`config.mk`:
```
export PLATFORM = sky130hd
export DESIGN_NAME = midi_running_status_parser_unit
export DESIGN_NICKNAME = d
export VERILOG_FILES = /design/src/sv/midirsp_pkg.sv /design/src/sv/midi_running_status_parser_unit.sv /design/src/sv/midirsp_decode.sv
export SDC_FILE = /design/constraint.sdc
export NUM_CORES = 1
export LEC_CHECK = 0
export ABC_CLOCK_PERIOD_IN_PS = 2440
export BUFFER_PORTS_ARGS = -buffer_cell sky130_fd_sc_hd__buf_2
export CAP_MARGIN = 20
export CORE_ASPECT_RATIO = 1.75
export CORE_UTILIZATION = 48
export CTS_BUF_LIST = sky130_fd_sc_hd__clkbuf_4 sky130_fd_sc_hd__clkbuf_8 sky130_fd_sc_hd__clkbuf_16
export DETAILED_ROUTE_END_ITERATION = 6
export GPL_ROUTABILITY_DRIVEN = 1
export PLACE_DENSITY = 0.84
export SYNTH_ARGS = -nofsm -noshare
export SYNTH_HDL_FRONTEND = slang
export SYNTH_SLANG_ARGS = --single-unit
export TNS_END_PERCENT = 30
```
`constraint.sdc`:
```
create_clock -name clk -period 2.44 [get_ports clk]
set_input_delay 0 -clock clk [delete_from_list [all_inputs] [get_ports clk]]
set_output_delay 0 -clock clk [all_outputs]
set_load 0.02 [all_outputs]
```
`src/sv/midirsp_pkg.sv`:
```
package midirsp_pkg;

  // parser states: which byte is expected next
  typedef enum logic [3:0] {
    ST_IGNORE = 4'd0,
    ST_NON_1  = 4'd1,
    ST_NON_2  = 4'd2,
    ST_NOFF_1 = 4'd3,
    ST_NOFF_2 = 4'd4,
    ST_PROG   = 4'd5,
    ST_CC_1   = 4'd6,
    ST_CC_2   = 4'd7,
    ST_PW_1   = 4'd8,
    ST_PW_2   = 4'd9
  } parse_state_t;

  // message kinds reported on the result channel
  typedef enum logic [2:0] {
    KIND_NOTE_ON  = 3'd0,
    KIND_NOTE_OFF = 3'd1,
    KIND_PROGRAM  = 3'd2,
    KIND_CONTROL  = 3'd3,
    KIND_PITCH    = 3'd4
  } msg_kind_t;

  // high nibble of the channel status bytes we decode
  localparam logic [3:0] STATUS_NOTE_OFF = 4'h8;
  localparam logic [3:0] STATUS_NOTE_ON  = 4'h9;
  localparam logic [3:0] STATUS_CONTROL  = 4'hB;
  localparam logic [3:0] STATUS_PROGRAM  = 4'hC;
  localparam logic [3:0] STATUS_PITCH    = 4'hE;

  localparam logic [3:0] LISTEN_CHANNEL_RESET = 4'd0;

  // decode of one received byte
  typedef struct packed {
    parse_state_t state_next;
    logic         hold_load;
    logic         emit;
    msg_kind_t    kind;
    logic [6:0]   first_data;
    logic [6:0]   second_data;
  } decode_t;

endpackage

```
`src/sv/midi_running_status_parser_unit.sv`:
```
// MIDI running-status receive parser.
// Input channel: one received byte per transfer on rx_byte (in_valid/in_ready).
// Status bytes on the listened channel arm the parser for note on, note off,
// program change, control change or pitch wheel; data bytes then build
// messages under running status. Every other status byte (other channels,
// other kinds, system and real-time bytes) puts the parser in its ignore state.
// Result channel: msg_kind, first_data, second_data (out_valid/out_ready),
// one transfer per completed message; a zero velocity note on comes out as
// a note off. Configuration channel: cfg_data writes the listened channel
// (cfg_valid/cfg_ready, always ready); write only while the parser is idle.
// A completing byte shows its result in the cycle after its transfer.
// Throughput: one byte per cycle, set by the single output register; a byte
// is taken whenever that register is empty or being drained in the same cycle.
// When the receiver stalls with a result pending, in_ready drops until it is
// taken. Reset (synchronous rst) clears the parser to the ignore state, the
// held data byte to zero, the listened channel to 0 and the output empty.
module midi_running_status_parser_unit (
  input  logic       clk,
  input  logic       rst,
  input  logic       in_valid,
  output logic       in_ready,
  input  logic [7:0] rx_byte,
  output logic       out_valid,
  input  logic       out_ready,
  output logic [2:0] msg_kind,
  output logic [6:0] first_data,
  output logic [6:0] second_data,
  input  logic       cfg_valid,
  output logic       cfg_ready,
  input  logic [3:0] cfg_data
);
  import midirsp_pkg::*;

  parse_state_t parse_state;
  logic [6:0]   held_first_byte;
  logic [3:0]   listen_channel;
  decode_t      dec;
  logic         in_fire;

  assign in_ready  = !out_valid || out_ready;
  assign in_fire   = in_valid && in_ready;
  assign cfg_ready = 1'b1;

  midirsp_decode u_decode (
    .state           (parse_state),
    .held_first_byte (held_first_byte),
    .listen_channel  (listen_channel),
    .rx_byte         (rx_byte),
    .dec             (dec)
  );

  // configuration register
  always_ff @(posedge clk) begin
    if (rst) begin
      listen_channel <= LISTEN_CHANNEL_RESET;
    end else if (cfg_valid && cfg_ready) begin
      listen_channel <= cfg_data;
    end
  end

  // parser state and held first data byte
  always_ff @(posedge clk) begin
    if (rst) begin
      parse_state     <= ST_IGNORE;
      held_first_byte <= 7'd0;
    end else if (in_fire) begin
      parse_state <= dec.state_next;
      if (dec.hold_load) begin
        held_first_byte <= rx_byte[6:0];
      end
    end
  end

  // output valid
  always_ff @(posedge clk) begin
    if (rst) begin
      out_valid <= 1'b0;
    end else if (in_fire && dec.emit) begin
      out_valid <= 1'b1;
    end else if (out_ready) begin
      out_valid <= 1'b0;
    end
  end

  // output payload
  always_ff @(posedge clk) begin
    if (in_fire && dec.emit) begin
      msg_kind    <= dec.kind;
      first_data  <= dec.first_data;
      second_data <= dec.second_data;
    end
  end

  // program change always carries zero second data
  a_prog_second_zero: assert property (@(posedge clk) disable iff (rst)
    (out_valid && msg_kind == KIND_PROGRAM) |-> second_data == 7'd0)
    else $error("program change with nonzero second data");

  // a note on result never carries zero velocity
  a_note_on_velocity: assert property (@(posedge clk) disable iff (rst)
    (out_valid && msg_kind == KIND_NOTE_ON) |-> second_data != 7'd0)
    else $error("note on with zero velocity");

  // a status byte for another channel disarms the parser
  a_other_channel: assert property (@(posedge clk) disable iff (rst)
    (in_fire && rx_byte[7] && rx_byte[3:0] != listen_channel)
      |=> parse_state == ST_IGNORE)
    else $error("foreign status byte did not disarm parser");

  // data bytes while ignoring stay ignored and give no result
  a_ignore_data: assert property (@(posedge clk) disable iff (rst)
    (in_fire && !rx_byte[7] && parse_state == ST_IGNORE)
      |=> (parse_state == ST_IGNORE && !$rose(out_valid)))
    else $error("data byte left ignore state or produced a result");

  // the output is never overwritten while a result waits
  a_no_overwrite: assert property (@(posedge clk) disable iff (rst)
    (out_valid && !out_ready) |-> !in_ready)
    else $error("input taken while result pending");

endmodule

```
`src/sv/midirsp_decode.sv`:
```
module midirsp_decode (
  input  midirsp_pkg::parse_state_t state,
  input  logic [6:0]                held_first_byte,
  input  logic [3:0]                listen_channel,
  input  logic [7:0]                rx_byte,
  output midirsp_pkg::decode_t      dec
);
  import midirsp_pkg::*;

  logic         is_status;
  logic [6:0]   data;
  parse_state_t state_next;

  assign is_status = rx_byte[7];
  assign data      = rx_byte[6:0];

  // next state: status bytes arm or disarm, data bytes step under running status
  always_comb begin
    state_next = ST_IGNORE;
    if (is_status) begin
      if (rx_byte[3:0] == listen_channel) begin
        unique case (rx_byte[7:4])
          STATUS_NOTE_ON:  state_next = ST_NON_1;
          STATUS_NOTE_OFF: state_next = ST_NOFF_1;
          STATUS_PROGRAM:  state_next = ST_PROG;
          STATUS_PITCH:    state_next = ST_PW_1;
          STATUS_CONTROL:  state_next = ST_CC_1;
          default:         state_next = ST_IGNORE;
        endcase
      end
    end else begin
      unique case (state)
        ST_NON_1:  state_next = ST_NON_2;
        ST_NON_2:  state_next = ST_NON_1;
        ST_NOFF_1: state_next = ST_NOFF_2;
        ST_NOFF_2: state_next = ST_NOFF_1;
        ST_PROG:   state_next = ST_PROG;
        ST_CC_1:   state_next = ST_CC_2;
        ST_CC_2:   state_next = ST_CC_1;
        ST_PW_1:   state_next = ST_PW_2;
        ST_PW_2:   state_next = ST_PW_1;
        default:   state_next = ST_IGNORE;
      endcase
    end
  end

  // outputs: latch first data byte or complete a message
  always_comb begin
    dec.state_next  = state_next;
    dec.hold_load   = 1'b0;
    dec.emit        = 1'b0;
    dec.kind        = KIND_NOTE_ON;
    dec.first_data  = held_first_byte;
    dec.second_data = data;
    if (!is_status) begin
      unique case (state)
        ST_NON_1, ST_NOFF_1, ST_CC_1, ST_PW_1: dec.hold_load = 1'b1;
        ST_NON_2: begin
          dec.emit = 1'b1;
          // zero velocity note on is a note off
          dec.kind = (data == 7'd0) ? KIND_NOTE_OFF : KIND_NOTE_ON;
        end
        ST_NOFF_2: begin
          dec.emit = 1'b1;
          dec.kind = KIND_NOTE_OFF;
        end
        ST_PROG: begin
          dec.emit        = 1'b1;
          dec.kind        = KIND_PROGRAM;
          dec.first_data  = data;
          dec.second_data = 7'd0;
        end
        ST_CC_2: begin
          dec.emit = 1'b1;
          dec.kind = KIND_CONTROL;
        end
        ST_PW_2: begin
          dec.emit = 1'b1;
          dec.kind = KIND_PITCH;
        end
        default: dec.hold_load = 1'b0;
      endcase
    end
  end

endmodule
```
Word level (Yosys, flattened, before mapping)
Memories as Yosys holds them, arrays and structs flattened. A register that Yosys moved wholly into a read port is not among the register bits.
Index checks and enable logic that the tools add are counted.

word-level totals
  bits in registers = 33
  bits in read-only memories = 64
  bits of input ports = 17
  output and inout port bits = 20
  logic and storage cells = 43
  memories kept = 1

memory list
  name              depth  bits a word  read ports  clocked after memory_dff  wr ports  RTL line              text
  (name not given)  16     4            1           1                         0         midirsp_decode.sv:32  unique case (state)

operators by class
  equality and inequality tests = 15
  mux-type cells = 12
  reduce and logical (&&, ||, !) cells = 8

operator list
  operator            count
  $pmux 4 s5          2
  $eq 4x4->1 const B  7
  $mux 19             1
  $eq 4x3->1 const B  4
  $mux 4              4
  $mux 14             1
  $eq 4x2->1 const B  2
  $logic_not 7->1     1
  $eq 4x1->1 const B  1
  $eq 4x4->1          1
  $mux 1              4
  $reduce_or 4->1     1
  $logic_and 1x1->1   2
  $reduce_and 2->1    1
  $reduce_bool 2->1   1
  $logic_not 1->1     1
  $logic_or 1x1->1    1

Depth between registers and ports, before layout
Gate-level depths: netlist (run 1).

  word-level depth = 6
  depth in mapped cells = 8
  depth with buffers taken out = 7

Cells and area by module
A second synthesis (run 1) with hierarchy kept.

second synthesis, totals
  cells, all modules = 155
  area, all modules = 1744.2 µm²

modules (own cells, without submodules)
  module                           instances  cells an instance  area each (µm²)  sequential area each (µm²)
  midi_running_status_parser_unit  1          87                 1214.9           830.8
  midirsp_decode                   1          68                 529.3            0.0

Worst setup path before layout (run 1)
OpenSTA, ideal clock, no wires.

  path kind = register to register
  from = reg out_valid
  to = reg first_data[0] (enable)
  library setup time = 0.397 ns
  data arrival time = 2.147 ns
  data required time = 2.043 ns
  path slack = -0.104 ns
  cell stages (with the launch flop) = 7
  path buffers = 1
  period minus slack after synthesis = 2.544 ns
  cell sequence = dfxtp_1 -> nor2b_4 -> buf_6 -> inv_2 -> nand2_1 -> nor2_1 -> a21boi_1

between the ends
  cells in the longest elaborated chain, start to end = 4

RTL lines
  element                 RTL line                               text
  start, declared         midi_running_status_parser_unit.sv:23  output logic out_valid,
  start signal, assigned  midi_running_status_parser_unit.sv:77  out_valid <= 1'b0;
  start signal, assigned  midi_running_status_parser_unit.sv:79  out_valid <= 1'b1;
  start signal, assigned  midi_running_status_parser_unit.sv:81  out_valid <= 1'b0;
  $logic_not 1->1         midi_running_status_parser_unit.sv:40  assign in_ready = !out_valid || out_ready;
  $logic_or 1x1->1        midi_running_status_parser_unit.sv:40
  named net in_ready      midi_running_status_parser_unit.sv:21  output logic in_ready,
  $logic_and 1x1->1       midi_running_status_parser_unit.sv:41  assign in_fire = in_valid && in_ready;
  $logic_and 1x1->1       midi_running_status_parser_unit.sv:87  if (in_fire && dec.emit) begin
  end signal, assigned    midi_running_status_parser_unit.sv:89  first_data <= dec.first_data;
  end, declared           midi_running_status_parser_unit.sv:26  output logic [6:0] first_data,

The timed path passes the listed nets, and every way through them passes these cells.
A chain may end at the register's enable or synchronous reset.

Final worst setup path (run 1)
  from = reg parse_state[0]
  to = reg held_first_byte[0]

between the ends
  cells in the longest elaborated chain, start to end = 5
  elaborated cells between the ends (all ways) = 8
  classes of those cells = eq/ne (4); mux (2); reduce/logical (2)

RTL lines
  element                                   RTL line                               text
  start, declared                           midi_running_status_parser_unit.sv:34  parse_state_t parse_state;
  start signal, assigned                    midi_running_status_parser_unit.sv:67  parse_state <= dec.state_next;
  $eq 4x1->1, or another cell as far along  midirsp_decode.sv:56                   unique case (state)
  $reduce_or 4->1 (*)                       midirsp_decode.sv:56
  $mux 1 (*)                                midirsp_decode.sv:56
  $mux 19 (*)                               midirsp_decode.sv:55                   if (!is_status) begin
  $reduce_and 2->1 (no line) (*)            --
  end signal, assigned                      midi_running_status_parser_unit.sv:69  held_first_byte <= rx_byte[6:0];
  end, declared                             midi_running_status_parser_unit.sv:35  logic [6:0] held_first_byte;

Mark *: on every way between the ends. The rest lies on a longest branch, timed or not.

==> results of run 1 <==
## per-layer routing
layer  global-route usage  up-vias  wire length, um  part of all wire
met5                    0        -                0                 0
met1                0.191      570             1200              0.38
met3               0.0533       10              133             0.042
li1                     -      650                -                 -
met2                0.332       34             1760              0.55
met4                0.109        0              103             0.032
## logic make-up after synthesis
kind of cell	share of synthesized area
AOI/OAI and AO/OA	0.132
and+or+nand+nor	0.195
DFF	0.532
muxes	0.0819
xor gates and xnor gates	0.0205
other	0.00219
buffers and inverters	0.0365
## through the flow
stage,hold WS (ps),cell area (um^2),std cells,util
6_report,6.80,2050,246,0.603
5_1_grt,21.6,2050,246,0.603
4_1_cts,2.84,2050,246,0.603
3_5_place_dp,247,1920,234,0.566
3_3_place_gp,240,1920,234,0.566
2_1_floorplan,147,1720,160,-
## cell usage after synthesis (4+ instances only)
library cell,instances
clkbuf_1,4
mux2i_1,5
nor2b_1,7
dfxtp_1,20
mux2_2,8
nand3_1,8
a21oi_1,17
nor2_1,9
nor4b_1,4
edfxtp_1,17
nor3_1,5
nand2_1,17
## how the worst max path moves through the flow
| stage | slack (ps) | startpoint | end | cells after the start |
|---|---|---|---|---|
| after floorplan | 260 | out_valid | first_data[0] | 6 |
| final | 680 | parse_state[0] | held_first_byte[0] | 5 |
| after global placement | 750 | parse_state[0] | held_first_byte[5] | 5 |
| after CTS | 680 | parse_state[0] | held_first_byte[0] | 5 |
| after detailed placement | 690 | parse_state[0] | held_first_byte[2] | 5 |
| after global routing | 530 | parse_state[0] | held_first_byte[6] | 5 |
## worst max-delay path, cell delays in order, from the launching register on
cell and delay (ps):
dfxtp_1 500, mux2_2 380, o22ai_2 300, nand2_1 250, nand2_1 120, a21oi_1 70
## layout make-up
type | count | area [um^2] | area share
Sequential cell | 37 | 911 | 0.445
Inverter | 4 | 15.0 | 0.00733
Multi-Input combinational cell | 110 | 742 | 0.362
Clock buffer | 6 | 76.3 | 0.0373
Timing Repair Buffer | 42 | 238 | 0.116
Tap cell | 45 | 56.3 | 0.0275
Clock inverter | 2 | 10.0 | 0.00489
## power by group through the flow
stage	Clock (uW)	Sequential, uW	Combinational (uW)
2_1_floorplan	0	667	44.6
3_3_place_gp	0	667	70.0
3_5_place_dp	0	668	71.1
4_1_cts	419	654	76.2
5_1_grt	449	654	83.2
6_report	409	654	76.6
## repair_timing
item	4_1_cts	5_1_grt
hold buffers	4	0
endpoints found under the setup margin	0	0
setup buffers	0	0
endpoints found under the hold margin	4	0
==> summary.md, run 1 <==
| Metric | Value |
|---|---|
| Status | completed |
| Worst EP arrival | 1920 ps |
| I/O Buffers | 35 |
| DRT iter0 DRCs | 31 |
| Number of synthesized register bits | 37 |
| Post-Place Setup Slack | 691 ps |
| Setup CP Type | reg2reg |
| Ratio of cells with drive above 1 in the final layout | 0.328 |
| Reg2reg end | held_first_byte[0] |
| Antenna violations before repair | 0 |
| EDFF count, synth | 17 |
| Post_cts resized | 0 |
| Reg2Reg Depth | 5 |
| Leakage Power | 0.000786 uW |
| Die area | 0.00382 mm^2 |
| Critical path fanouts, max | 9 |
| DRC viols | 0 |
| Final ANT Viol Nets | 0 |
| Fmax | 568 MHz |
| Commonest non-fill, non-tap cell in the layout | buf_2 |
| Asr flop ratio synth | 0 |
| Hold/Removal Path Class | in2reg |
| Crit end category | register |
| TritonCTS buffer count | 5 |
| Worst hold endpoint | held_first_byte[1] |
| Setup violators final | 0 |
| Final Hold Fails | 0 |
| Worst-Skew Late Latency | 290 ps |
| Detailed-route via count | 1,264 |
| # IOs | 37 |
| Vias in the first global route | 1,163 |
| Setup slack, reg-to-reg | 680 ps |
| First-pass GRT wire length | 5060 um |
| Gr usage total | 0.191 |
| Sequential power share | 0.574 |
| CP Launch Type | register |
| Peak VDD IR | 0.437 mV |
| Syn Std Cell Area | 0.00171 mm^2 |
| DR pass1 iterations | 4 |
| MaxCap Viol Count | 0 |
| Net Switching | 248 uW |
| Setup slack after layout | 680 ps |
| Core Area | 0.00340 mm^2 |
| Area Growth Syn to Fin | 19.7% |
| Req. time, crit path | 2600 ps |
| Clk pwr share | 0.359 |
| Placer Congestion | 0.906 |
| Commonest non-fill, non-tap cells in the layout | buf_2, dfxtp_1, nand2_1, a21oi_1, edfxtp_1 |
| Yosys warns | 0 |
| Vias per Instance | 5.14 |
| Final Cycle Share | 0.721 |
| Buffer levels on the longest clock path | 2 |
| Yosys cell types | 44 |
| Largest net degree at the start of global routing | 22 |
| RSZ-0062 raised after global routing | false |
| Nets | 217 |
| Combinational power share | 0.067 |
| Top cell type's share of synthesized area | 0.298 |
| Clock sinks | 37 |
| Post-synth top flop | dfxtp_1 |
| Overall Power | 1140 uW |
| Dpl hpwl | 2340 um |
| Pwr dens | 556 mW/mm^2 |
| Clk_skew | 4.41 ps |
| Syn Inst Count | 160 |
| Final Slew Violations | 0 |
| WL final | 3200 um |
| Hold path cells | 3 |
| P_int | 892 uW |
| Post-layout minimum cycle time | 1760 ps |
| FP Rows | 28 |
| Switching share of power | 0.217 |
| Die Y | 81.0 um |
| FILL cells | 317 |
| Post-Syn Nets | 177 |
| Starting Density | 0.504 |
| Setup TNS Final | 0 ps |
| Seq/Total Area, Yosys | 0.532 |
| Synth area leader | edfxtp_1 |
| Die W | 47.1 um |
| Routed len/inst | 13.0 um |
| Htree depth | 2 |
| Clock Pin Slew Worst Setup and Hold Paths | 70 ps |
| Largest cells by area after synthesis | edfxtp_1, dfxtp_1, mux2_2, a21oi_1, nand2_1 |
| Clock root buffer | clkbuf_8 |
| Antenna cells | 0 |
| Min-delay src | rx_byte[1] |
| Total gr overflow | 0 |
| Reg2reg start | parse_state[0] |
| Mean post-synth cell area | 10.7 um^2 |
| CTS tree | yes |
Note: power is estimated with default switching activity, not from simulation.
==> run 2: changes to the inputs <==
ABC_CLOCK_PERIOD_IN_PS = 1800   (was 2440)
CORE_UTILIZATION = 53   (was 48)
PLACE_DENSITY = 0.87   (was 0.84)
clock period = 1.8 ns   (was 2.44 ns; I/O delays follow)
==> run 2 against run 1 <==
Combinational power increased by 44%; cell area is 2.9% higher; largest power group unchanged; via count up 5.3%; wire length up 7.8%; clock power rose by 69%; register-to-register slack lost 570 ps; count of clock-buffer cells in the layout is 1 lower; sequential share of layout area down 1.2 points; sequential power is 36% higher; critical path type unchanged; largest cell class unchanged; critical path depth grew 1; cell count did not move.
==> summary.md, run 2 (synthesized netlist as in run 1, its figures left out) <==
| Metric | Value |
|---|---|
| Net Switching | 354 uW (+43%) |
| Post_cts resized | 0 (unchanged) |
| DRC viols | 0 (unchanged) |
| Core Area | 0.00311 mm^2 (-8.5%) |
| Switching share of power | 0.210 (-0.00760) |
| Fmax | 593 MHz (+4.4%) |
| Setup violators final | 0 (unchanged) |
| Crit end category | register |
| FP Rows | 27 (-3.6%) |
| Met2 Use GR | 0.410 (+0.0782) |
| I/O Buffers | 35 (unchanged) |
| Sequential power share | 0.525 (-0.049) |
| Multi-input gate area | 759 um^2 (+2.4%) |
| Post-place instance area | 0.00195 mm^2 (+1.3%) |
| Placer Congestion | 0.877 (-3.2%) |
| Commonest non-fill, non-tap cell in the layout | buf_2 |
| Final ANT Viol Nets | 0 (unchanged) |
| Critical path fanouts, max | 7 (-2) |
| DRT iter0 DRCs | 33 (+6.5%) |
| Clk pwr share | 0.410 (+0.051) |
| Reg2reg start | out_valid |
| Antenna cells | 0 (unchanged) |
| Ratio of cells with drive above 1 in the final layout | 0.335 (+0.00662) |
| Die area | 0.00347 mm^2 (-9.1%) |
| Starting Density | 0.551 (+0.0470) |
| Setup TNS Final | 0 ps (unchanged) |
| Min Hold Slack | 15.3 ps (+8.46 ps) |
| Post-CTS Setup Bufs | 0 (unchanged) |
| Htree depth | 2 (unchanged) |
| CTS tree | yes |
| Worst-Skew Late Latency | 290 ps (about the same) |
| Vias per Instance | 5.41 (+5.3%) |
| Commonest non-fill, non-tap cells in the layout | buf_2, dfxtp_1, a21oi_1, edfxtp_1, nand2_1 |
| Post-Place Setup Slack | 159 ps (-532 ps) |
| Setup slack, reg-to-reg | 110 ps (-570 ps) |
| WL final | 3450 um (+7.8%) |
| Total gr overflow | 0 (unchanged) |
| Detailed-route via count | 1,331 (+5.3%) |
| Hold path cells | 3 (unchanged) |
| Final Hold Fails | 0 (unchanged) |
| Vias in the first global route | 1,325 (+14%) |
| Nets | 219 (+0.92%) |
| RSZ-0062 raised after global routing | false |
| Worst hold endpoint | held_first_byte[5] |
| Die Y | 77.2 um (-4.7%) |
| Met3 Use GR | 0.0471 (-0.00627) |
| Antenna violations before repair | 0 (unchanged) |
| DR pass1 iterations | 4 (unchanged) |
| Largest net degree at the start of global routing | 22 (unchanged) |
| Final non-filler cell area | 0.00211 mm^2 (+2.9%) |
| FILL cells | 254 (-20%) |
| Grt met1 use | 0.192 (+0.000879) |
| TritonCTS buffer count | 5 (unchanged) |
| Clk_skew | 5.31 ps (+0.900 ps) |
| Routed len/inst | 14.0 um (+7.8%) |
| Hold/Removal Path Class | in2reg |
| Post-CTS Hold Buffers | 5 (+1) |
| First-pass GRT wire length | 5510 um (+9.0%) |
| Status | completed |
| Setup slack after layout | 114 ps (-567 ps) |
| Pwr dens | 802 mW/mm^2 (+44%) |
| Dpl hpwl | 2530 um (+7.9%) |
| Post-layout minimum cycle time | 1690 ps (-73.5 ps) |
| Final Cycle Share | 0.937 (+0.216) |
| Combinational power share | 0.065 (-0.002) |
| Final Slew Violations | 0 (unchanged) |
| FF/Latch Area | 911 um^2 (unchanged) |
| Clock root buffer | clkbuf_8 |
| Gr usage total | 0.222 (+0.0315) |
| MaxCap Viol Count | 0 (unchanged) |
| Reg2Reg Depth | 6 (+1) |
| Clock Pin Slew Worst Setup and Hold Paths | 70 ps (about the same) |
| Leakage Power | 0.000804 uW (+2.2%) |
| Clock sinks | 37 (unchanged) |
| CP Launch Type | register |
| GR peak layer | met2 |
| Min-delay src | rx_byte[5] |
| # IOs | 37 (unchanged) |
| Buffer levels on the longest clock path | 2 (unchanged) |
| P_int | 1330 uW (+50%) |
| Worst EP arrival | 1910 ps (about the same) |
| Die W | 45.0 um (-4.6%) |
| Area Growth Syn to Fin | 23.1% |
| Req. time, crit path | 2020 ps (-580 ps) |
| Setup CP Type | reg2reg |
| Peak VDD IR | 0.913 mV (+110%) |
-- run 2: through the flow --
step            util  power, uW  instances
2_1_floorplan      -        967        160
3_3_place_gp   0.626        999        233
3_5_place_dp   0.626       1000        233
4_1_cts        0.678       1700        246
5_1_grt        0.678       1750        246
6_report       0.678       1690        246
-- run 2: worst max-delay path, stage by stage, from the launching register on --
cell and delay (ps):
dfxtp_1 320, nor2b_4 160, nor4b_1 430, a21oi_1 100, and2_1 200, a211o_1 270, a21oi_1 140
-- run 2: cell type report --
cell class	instances	share of cell area
multi-input combinational	110	0.360
timing repair buffer	44	0.121
inverter	4	0.00831
tap	43	0.0255
sequential	37	0.432
clock buffer	5	0.0327
clock inverter	3	0.0196
-- run 2: routing by layer --
layer,wire (um),part of all wire,up-vias
met3,144,0.042,9
met1,1160,0.34,623
met2,2040,0.59,43
met4,99,0.029,0
met5,0,0,-
li1,-,-,656
-- run 2: worst max-delay path by stage --
stage	from	end	depth (start not counted)
final	out_valid	register	6
after global routing	parse_state[1]	first_data[6]	4
after CTS	out_valid	register	6
after detailed placement	out_valid	first_data[2]	6
after global placement	out_valid	first_data[3]	6
after floorplan	out_valid	first_data[0]	6
-- run 2: power by group through the flow --
stage | Sequential, uW | Clock (uW) | Combinational (uW)
2_1_floorplan | 904 | 0 | 63.2
3_3_place_gp | 905 | 0 | 94.6
3_5_place_dp | 905 | 0 | 99.4
4_1_cts | 886 | 700 | 109
5_1_grt | 887 | 738 | 121
6_report | 887 | 693 | 110
